[src/hw/rtl/fpn3_pkg.sv]
// ----------------------------------------------------------------------------
// fpn3_pkg: shared types and constants of the layered 3D gradient noise block
// Holds the hash constants, register indexes, setup state and setup status.
// ----------------------------------------------------------------------------
package fpn3_pkg;

	// Multipliers of the corner hash, one per axis (x, y, z).
	localparam logic [31:0] HASH_K [3] = '{32'd374761393, 32'd668265263, 32'd1274126177};

	localparam int ONE_Q16 = 65536;

	// Width of an octave count; covers up to sixteen octaves.
	localparam int OCT_W = 5;
	// Width of the amplitude total, sixteen octaves of at most 1.0 each.
	localparam int TOT_W = 21;
	// Register stages inside one octave lane.
	localparam int LANE_STG = 7;
	// The normalization reciprocal is 2^DIV_EXP / total.
	localparam int DIV_EXP = 48;
	localparam int DIV_CNT_W = 6;
	localparam int RECIP_W = 33;

	localparam int CFG_IDX_W = 3;
	localparam logic [CFG_IDX_W-1:0] REG_SEED   = 3'd0;
	localparam logic [CFG_IDX_W-1:0] REG_OCTAVE = 3'd1;
	localparam logic [CFG_IDX_W-1:0] REG_FREQ   = 3'd2;
	localparam logic [CFG_IDX_W-1:0] REG_AMP    = 3'd3;
	localparam logic [CFG_IDX_W-1:0] REG_RIDGED = 3'd4;

	typedef enum logic [1:0] {
		ST_IDLE,
		ST_TABLE,
		ST_DIVIDE
	} setup_state_t;

	typedef struct packed {
		logic                busy;
		logic [31:0]         seed;
		logic                ridged;
		logic [OCT_W-1:0]    oct_used;
		logic [RECIP_W-1:0]  recip;
	} setup_t;

endpackage

[src/hw/rtl/fpn3_setup.sv]
// ----------------------------------------------------------------------------
// fpn3_setup: configuration registers and per-octave coefficient tables
// After reset and after every write to a defined register it walks the
// octaves to build the frequency and amplitude tables, then divides out the
// normalization reciprocal one quotient bit per cycle.
// ----------------------------------------------------------------------------
module fpn3_setup #(
	parameter int MAX_OCTAVES = 8
) (
	input  logic                              clk,
	input  logic                              arst_n,
	input  logic                              cfg_we,
	input  logic [fpn3_pkg::CFG_IDX_W-1:0]    cfg_index,
	input  logic [31:0]                       cfg_wdata,
	output fpn3_pkg::setup_t                  setup,
	output logic [31:0]                       freq_tab [MAX_OCTAVES],
	output logic [16:0]                       amp_tab [MAX_OCTAVES]
);
	import fpn3_pkg::*;

	localparam int IDX_W = (MAX_OCTAVES > 1) ? $clog2(MAX_OCTAVES) : 1;

	logic [31:0] seed_q;
	logic [3:0]  count_q;
	logic [15:0] fmul_q;
	logic [15:0] amul_q;
	logic        ridged_q;

	setup_state_t state_q, state_d;
	logic [IDX_W-1:0]     tab_idx_q;
	logic [DIV_CNT_W-1:0] div_cnt_q;
	logic [31:0]          cur_freq_q;
	logic [16:0]          cur_amp_q;
	logic [TOT_W-1:0]     total_q;
	logic [TOT_W-1:0]     rem_q;
	logic [RECIP_W-1:0]   quo_q;

	logic             cfg_hit;
	logic [OCT_W-1:0] oct_used;
	logic [47:0]      fprod;
	logic [32:0]      aprod;
	logic [31:0]      next_freq;
	logic [TOT_W:0]   trial;

	always_comb begin
		case (cfg_index)
			REG_SEED, REG_OCTAVE, REG_FREQ, REG_AMP, REG_RIDGED: cfg_hit = cfg_we;
			default: cfg_hit = 1'b0;
		endcase
	end

	always_comb begin
		if (count_q == 4'd0) begin
			oct_used = OCT_W'(1);
		end else if ({1'b0, count_q} > OCT_W'(MAX_OCTAVES)) begin
			oct_used = OCT_W'(MAX_OCTAVES);
		end else begin
			oct_used = {1'b0, count_q};
		end
	end

	always_comb begin
		fprod = cur_freq_q * {32'd0, fmul_q};
		aprod = {16'd0, cur_amp_q} * {17'd0, amul_q};
		if (ridged_q) begin
			next_freq = {cur_freq_q[30:0], 1'b0};
		end else if (|fprod[47:44]) begin
			next_freq = '1;
		end else begin
			next_freq = fprod[43:12];
		end
		trial = {rem_q, (div_cnt_q == DIV_CNT_W'(DIV_EXP))};
	end

	always_comb begin
		state_d = state_q;
		case (state_q)
			ST_IDLE: state_d = ST_IDLE;
			ST_TABLE: begin
				if (tab_idx_q == IDX_W'(MAX_OCTAVES - 1)) state_d = ST_DIVIDE;
			end
			ST_DIVIDE: begin
				if (div_cnt_q == '0) state_d = ST_IDLE;
			end
			default: state_d = ST_IDLE;
		endcase
		if (cfg_hit) state_d = ST_TABLE;
	end

	always_ff @(posedge clk or negedge arst_n) begin
		if (!arst_n) begin
			state_q <= ST_TABLE;
		end else begin
			state_q <= state_d;
		end
	end

	always_ff @(posedge clk or negedge arst_n) begin
		if (!arst_n) begin
			seed_q     <= '0;
			count_q    <= 4'd4;
			fmul_q     <= 16'd8192;
			amul_q     <= 16'd32768;
			ridged_q   <= 1'b0;
			tab_idx_q  <= '0;
			div_cnt_q  <= '0;
			cur_freq_q <= 32'(ONE_Q16);
			cur_amp_q  <= 17'(ONE_Q16);
			total_q    <= '0;
		end else begin
			if (cfg_we) begin
				case (cfg_index)
					REG_SEED:   seed_q   <= cfg_wdata;
					REG_OCTAVE: count_q  <= cfg_wdata[3:0];
					REG_FREQ:   fmul_q   <= cfg_wdata[15:0];
					REG_AMP:    amul_q   <= cfg_wdata[15:0];
					REG_RIDGED: ridged_q <= cfg_wdata[0];
					default: ;
				endcase
			end
			if (cfg_hit) begin
				tab_idx_q  <= '0;
				cur_freq_q <= 32'(ONE_Q16);
				cur_amp_q  <= 17'(ONE_Q16);
				total_q    <= '0;
			end else if (state_q == ST_TABLE) begin
				tab_idx_q  <= tab_idx_q + 1'b1;
				cur_freq_q <= next_freq;
				cur_amp_q  <= aprod[32:16];
				if (OCT_W'(tab_idx_q) < oct_used) total_q <= total_q + TOT_W'(cur_amp_q);
				if (tab_idx_q == IDX_W'(MAX_OCTAVES - 1)) div_cnt_q <= DIV_CNT_W'(DIV_EXP);
			end else if (state_q == ST_DIVIDE && div_cnt_q != '0) begin
				div_cnt_q <= div_cnt_q - 1'b1;
			end
		end
	end

	// Table entries and divider datapath.
	always_ff @(posedge clk) begin
		if (state_q == ST_TABLE) begin
			freq_tab[tab_idx_q] <= cur_freq_q;
			amp_tab[tab_idx_q]  <= cur_amp_q;
			rem_q <= '0;
			quo_q <= '0;
		end else if (state_q == ST_DIVIDE) begin
			if (trial >= {1'b0, total_q}) begin
				rem_q <= TOT_W'(trial - {1'b0, total_q});
				quo_q <= {quo_q[RECIP_W-2:0], 1'b1};
			end else begin
				rem_q <= trial[TOT_W-1:0];
				quo_q <= {quo_q[RECIP_W-2:0], 1'b0};
			end
		end
	end

	assign setup.busy     = (state_q != ST_IDLE);
	assign setup.seed     = seed_q;
	assign setup.ridged   = ridged_q;
	assign setup.oct_used = oct_used;
	assign setup.recip    = quo_q;

`ifndef SYNTH
	a_total_nonzero: assert property (@(posedge clk) disable iff (!arst_n)
		state_q == ST_DIVIDE |-> total_q != '0)
		else $error("amplitude total is zero during division");
	a_recip_hold: assert property (@(posedge clk) disable iff (!arst_n)
		(state_q == ST_IDLE && !cfg_hit) |=> $stable(quo_q))
		else $error("reciprocal changed while idle");
	a_write_restarts: assert property (@(posedge clk) disable iff (!arst_n)
		cfg_hit |=> state_q == ST_TABLE)
		else $error("register write did not restart the table pass");
`endif

endmodule

[config.mk]
export PLATFORM = sky130hd
export DESIGN_NAME = fpn3_setup
export DESIGN_NICKNAME = d
export VERILOG_FILES = /design/src/hw/rtl/fpn3_pkg.sv /design/src/hw/rtl/fpn3_setup.sv
export SDC_FILE = /design/constraint.sdc
export NUM_CORES = 2
export LEC_CHECK = 0
export BUFFER_PORTS_ARGS = -buffer_cell sky130_fd_sc_hd__buf_2
export CAP_MARGIN = 20
export CORE_UTILIZATION = 40
export CTS_CLUSTER_DIAMETER = 60
export DETAILED_ROUTE_END_ITERATION = 8
export PLACE_DENSITY = 0.55
export SYNTH_ARGS = -nofsm -noshare
export SYNTH_HDL_FRONTEND = slang
export SYNTH_SLANG_ARGS = --single-unit
[constraint.sdc]
create_clock -name clk -period 12.8 [get_ports clk]
set_input_delay 0 -clock clk [delete_from_list [all_inputs] [get_ports clk]]
set_output_delay 0 -clock clk [all_outputs]
set_load 0.005 [all_outputs]
* After elaboration in Yosys (flattened, before gate mapping)
Cells that the tools add are included.
Word-level totals: flip-flop bits (word level) 596, input port bits 38, output and inout port bits 464, logic and storage cells 102
Cells by class: add/sub/neg operators 4, multiply operators 2, magnitude comparators 5, eq/ne operators 11, mux-type cells 29, bitwise logic cells 2, reduce and logical (&&, ||, !) cells 20
Operators by type and width (count):
- 256-bit bitwise mux | 1
- 32-bit 2-to-1 mux | 5
- 136-bit bitwise mux | 1
- 32-bit demux with 3-bit select | 1
- 21-bit 2-to-1 mux | 4
- 17-bit demux with 3-bit select | 1
- 17-bit 2-to-1 mux | 3
- 32-bit by 16-bit multiplier with 48-bit output | 1
- 17-bit by 16-bit multiplier with 33-bit output | 1
- 22-bit by 21-bit greater-or-equal comparator with 1-bit output | 1
- 21-bit by 17-bit adder with 21-bit output | 1
- 21-bit subtractor | 1
- 6-bit 2-to-1 mux | 3
- 2-bit AND reduction | 7
- 4-bit 2-to-1 mux | 2
- 2-bit nonzero test | 4
- 3-bit by 2-bit == test with 1-bit output, second input constant | 2
- 3-bit == test, second input constant | 2
- 6-bit == test, second input constant | 1
- 6-bit zero test | 1
- 2-bit 2-to-1 mux | 3
- 3-bit 2-to-1 mux | 2
- 3-bit != test, second input constant | 2
- 6-bit nonzero test | 1
- other kinds (20) | 22

* Longest topological paths before layout
word-level depth 7, gate-level depth with buffers 27, mapped depth without buffers 24

* Worst setup path after synthesis
No wires, ideal clock.
path kind flip-flop to flip-flop, start point register cur_freq_q[16], end point register cur_freq_q[23], arrival time 6.669 ns, slack 6.005 ns, cell stages (with the launch flop) 24, path buffers 3, period minus slack after synthesis 6.795 ns, cells stage by stage dfstp_2 > clkbuf_1 > clkbuf_1 > nand2_1 > fa_1 > fa_1 > fa_1 > inv_1 > fa_1 > fa_1 > inv_1 > fa_1 > inv_1 > ha_1 > nand4_1 > nor2_1 > a31oi_1 > a31oi_1 > a21oi_1 > o2111ai_1 > mux2i_1 > o2111ai_4 > buf_6 > o311a_1
Between the ends: longest elaborated chain between the ends 6
RTL lines:
- from (decl) | line fpn3_setup.sv:32 | logic [31:0] cur_freq_q;
- from (signal assigned) | line fpn3_setup.sv:107 | cur_freq_q <= 32'(ONE_Q16);
- from (signal assigned) | line fpn3_setup.sv:123 | cur_freq_q <= 32'(ONE_Q16);
- from (signal assigned) | line fpn3_setup.sv:128 | cur_freq_q <= next_freq;
- 32-bit by 16-bit multiplier with 48-bit output * | line fpn3_setup.sv:63 | fprod = cur_freq_q * {32'd0, fmul_q};
- 4-bit OR reduction | line fpn3_setup.sv:67 | end else if (|fprod[47:44]) begin
- 32-bit 2-to-1 mux * | line fpn3_setup.sv:67
- 32-bit 2-to-1 mux * | line fpn3_setup.sv:65 | if (ridged_q) begin
- 32-bit 2-to-1 mux * | line fpn3_setup.sv:126 | end else if (state_q == ST_TABLE) begin
- 32-bit 2-to-1 mux * | line fpn3_setup.sv:121 | if (cfg_hit) begin
Mark *: on every way between the ends. The rest lies on a longest branch, timed or not. The select of a mux whose other input is x is not followed. A chain may end at the register's enable or synchronous reset.

* Final worst setup path
start point register cur_freq_q[23], end point register cur_freq_q[23]
The elaborated chain is that of the path after synthesis.

==> results.json <==
{
  "critPathKind": "reg2reg",
  "portBuffers": 500,
  "first_pass_iters": 5,
  "die_w_um": 341.3,
  "setup_violations": 0,
  "startpoint": "cur_freq_q[23]",
  "synth.top_cell.area_share": 0.2721,
  "async_flop_share": 0.2517,
  "cts_max_level": 3,
  "cts_tree": "done",
  "synth-edff-count": 392,
  "fin_crit_ps": 7881,
  "fmax_ghz": 0.1269,
  "start_util": 0.4033,
  "maxCapViolCount": 0,
  "cts_sinks": 596,
  "ys_warn_count": 0,
  "first_global_vias": 33100,
  "clk_latency_ps": 690,
  "syn2layout_area_growth_pct": 15.96,
  "rsz0062_at_grt": "false",
  "grt_max_degree": 83,
  "drc": 0,
  "dp.cells": 6040,
  "synthTopCellsByArea": "fa_1 27%, edfxtp_1 26%, dfrtp_1 7.8%",
  "yosysTopAreaCell": "fa_1",
  "overflow": 0,
  "core_um2": 114200,
  "die_height_um": 341.3,
  "gp_congestion": 0.8577,
  "ios": 502,
  "drive_gt1_frac": 0.1798,
  "synth_cell_types": 82,
  "critPathMostFrequentCell": "fa_1",
  "maxSlewHeadroom": 0.2634,
  "hp-class": "in2async",
  "cts-buffers-inserted": 75,
  "post_cts_resized": 0,
  "synthFlopType": "edfxtp_1",
  "syn_area_per_cell_um2": 11.12,
  "yosysSeqAreaShare": 0.3607,
  "critPathSlowestCell": "dfrtp_1",
  "start_kind": "flop",
  "die_area_um2": 116500,
  "clk_pin_slew_ps": 60,
  "syn_nets": 5069,
  "status": "finished, final reports clean",
  "grt_usage": 0.2329,
  "syn_inst": 4142,
  "finalNetCount": 5571,
  "cp.required_ps": 13340,
  "dr.first_iter.drc_count": 2028,
  "netlist_area_um2": 46060,
  "cp-end-kind": "flop",
  "clockRootBuffer": "clkbuf_16",
  "arrival_ps": 8420,
  "maxSlewViolCount": 0,
  "synth-seq-cells": 596,
  "critPathMaxFanout": 20,
  "worst_slew_pin_slew_ps": 1105,
  "clk_path_buf_depth": 3,
  "dp_hpwl_um": 93910,
  "grt_first_pass_wirelength_um": 204100,
  "drtAntennaViolNets": 0,
  "vias": 31840,
  "antenna_found_initial": 10,
  "vias_per_cell": 5.118,
  "reg2reg_from": "cur_freq_q[23]",
  "max_stage_delay_ps": 1040,
  "wl_per_cell_um": 21.40,
  "crit_chain": "buf_4, nand2_1, fa_1, fa_1, fa_1, inv_1, fa_1, fa_1, inv_1, fa_1, inv_1, ha_1, and4_1, nand3_1, o21bai_1, o221ai_2, o31ai_4, or4_1, o211ai_2, o2111ai_4, buf_4, o311a_1",
  "postLayoutCoreUtil": 0.4677,
  "hold_violations": 0,
  "drt-total-wl_um": 133100,
  "fin_cells": 6220,
  "finalSetupTns_ps": 0,
  "fin_worst_skew_ps": 57.05,
  "fp-row-count": 124,
  "post-route-period-util": 0.6157
}
## critical path, delay by kind of cell, from the launching register on
kind                       cells  cell delay [ps]
DFF                            1             1040
adders and majority gates      7             3410
AOI/OAI and AO/OA              6             1530
buffers and inverters          5              870
and+or+nand+nor                4              910
## sequential cells by signal, indices dropped and copies added, names as in the netlist, 6 cells and up
| signal | flops |
|---|---|
| freq_tab | 256 |
| quo_q | 33 |
| div_cnt_q | 6 |
| total_q | 21 |
| seed_q | 32 |
| fmul_q | 16 |
| amp_tab | 136 |
| amul_q | 16 |
| cur_amp_q | 17 |
| rem_q | 21 |
| cur_freq_q | 32 |
## path summary, 6_finish.rpt
| path | depth (start not counted) | to | slack [ps] |
|---|---|---|---|
| setup / recovery | 22 | cur_freq_q[23] | 4920 |
| hold / removal | 2 | seed_q[16] | 10 |
| setup reg to reg | 22 | cur_freq_q[23] | 4920 |
| hold reg to reg | 2 | rem_q[20] | 460 |
| max in group asynchronous | 3 | amul_q[10] | 11200 |
| min in group clk | 3 | seed_q[18] | 100 |
## cells in the mapped netlist, drive strengths merged (70+ instances only)
| cell | number |
|---|---|
| ha | 263 |
| nand2 | 634 |
| inv | 728 |
| a21oi | 87 |
| mux2 | 70 |
| nor2 | 78 |
| edfxtp | 392 |
| dfrtp | 144 |
| and2 | 301 |
| fa | 626 |
| clkbuf | 182 |
| o21ai | 77 |
## metal layers
| metal | GRT usage | vias up | share of wire |
|---|---|---|---|
| met5 | 0 | - | 0.000098 |
| met4 | 0.07259 | 2 | 0.030 |
| met3 | 0.03661 | 197 | 0.069 |
| met2 | 0.3884 | 1177 | 0.48 |
| met1 | 0.3114 | 16280 | 0.42 |
| li1 | - | 14190 | - |
## cell families (layout without fill, tap and decap cells)
group | count (synthesis) | after routing | synth area share
multiplexers | 87 | 87 | 0.02081
XOR/XNOR | 80 | 80 | 0.01521
other | 1 | 3 | 0.00008142
adder cells (fa/ha/maj) | 889 | 889 | 0.3435
flip-flops | 596 | 596 | 0.3607
AO/OA/AOI/OAI | 390 | 390 | 0.06210
AND/OR/NAND/NOR | 1171 | 1171 | 0.1210
buffers and inverters | 928 | 1492 | 0.07653
## area by class of cell
| cell class | instances | area [µm²] |
|---|---|---|
| fillers | 10720 | 60780 |
| multi-input cells | 2618 | 26020 |
| flip-flops and latches | 596 | 16610 |
| repair buffers | 625 | 3580 |
| inverters | 728 | 2733 |
| clock buffers | 97 | 2029 |
| well taps | 1512 | 1892 |
| clock inverters | 42 | 534.3 |
| diodes | 2 | 5.005 |
## through the flow
stage	hold slack [ps]	instance area (µm²)	worst slack [ps]
floorplan	-295.6	46060	6005
global placement	183.9	50410	5065
detailed placement	181.7	50410	4883
CTS	23.69	53350	4845
global route	86.03	53410	4537
finish	14.62	53410	4919
## timing repair
item,CTS,global route
buffers inserted,0,0
hold buffers,37,0
endpoints found under the setup margin,0,0
hold endpoints to repair,158,0
## cells in the final DEF (no fill, tap or decap), drive strengths merged, types with 6 or more instances in the layout
cell         instances
buf                588
dlygate4sd3         37
o21a                13
a21o                39
nand2b              18
xor2                31
dfrtp              144
o211ai               9
o22ai               10
clkinv              21
a31oi               16
and3                15
or3                 12
mux2                70
nand3               28
a2111oi              8
ha                 263
dfstp                6
clkbuf              97
edfxtp             392
nand2              634
nor3                21
o31ai                7
fa                 626
a22o                39
a21oi               87
nor2b               15
a211oi               8
mux2i               17
o21ai               77
nand4               18
o21bai              10
xnor2               49
inv                740
dfxtp               54
o221ai              28
nor2                78
and2               301
Power is not shown: default switching activity piles up to over one toggle a cycle in this logic, so the estimate is an artifact.
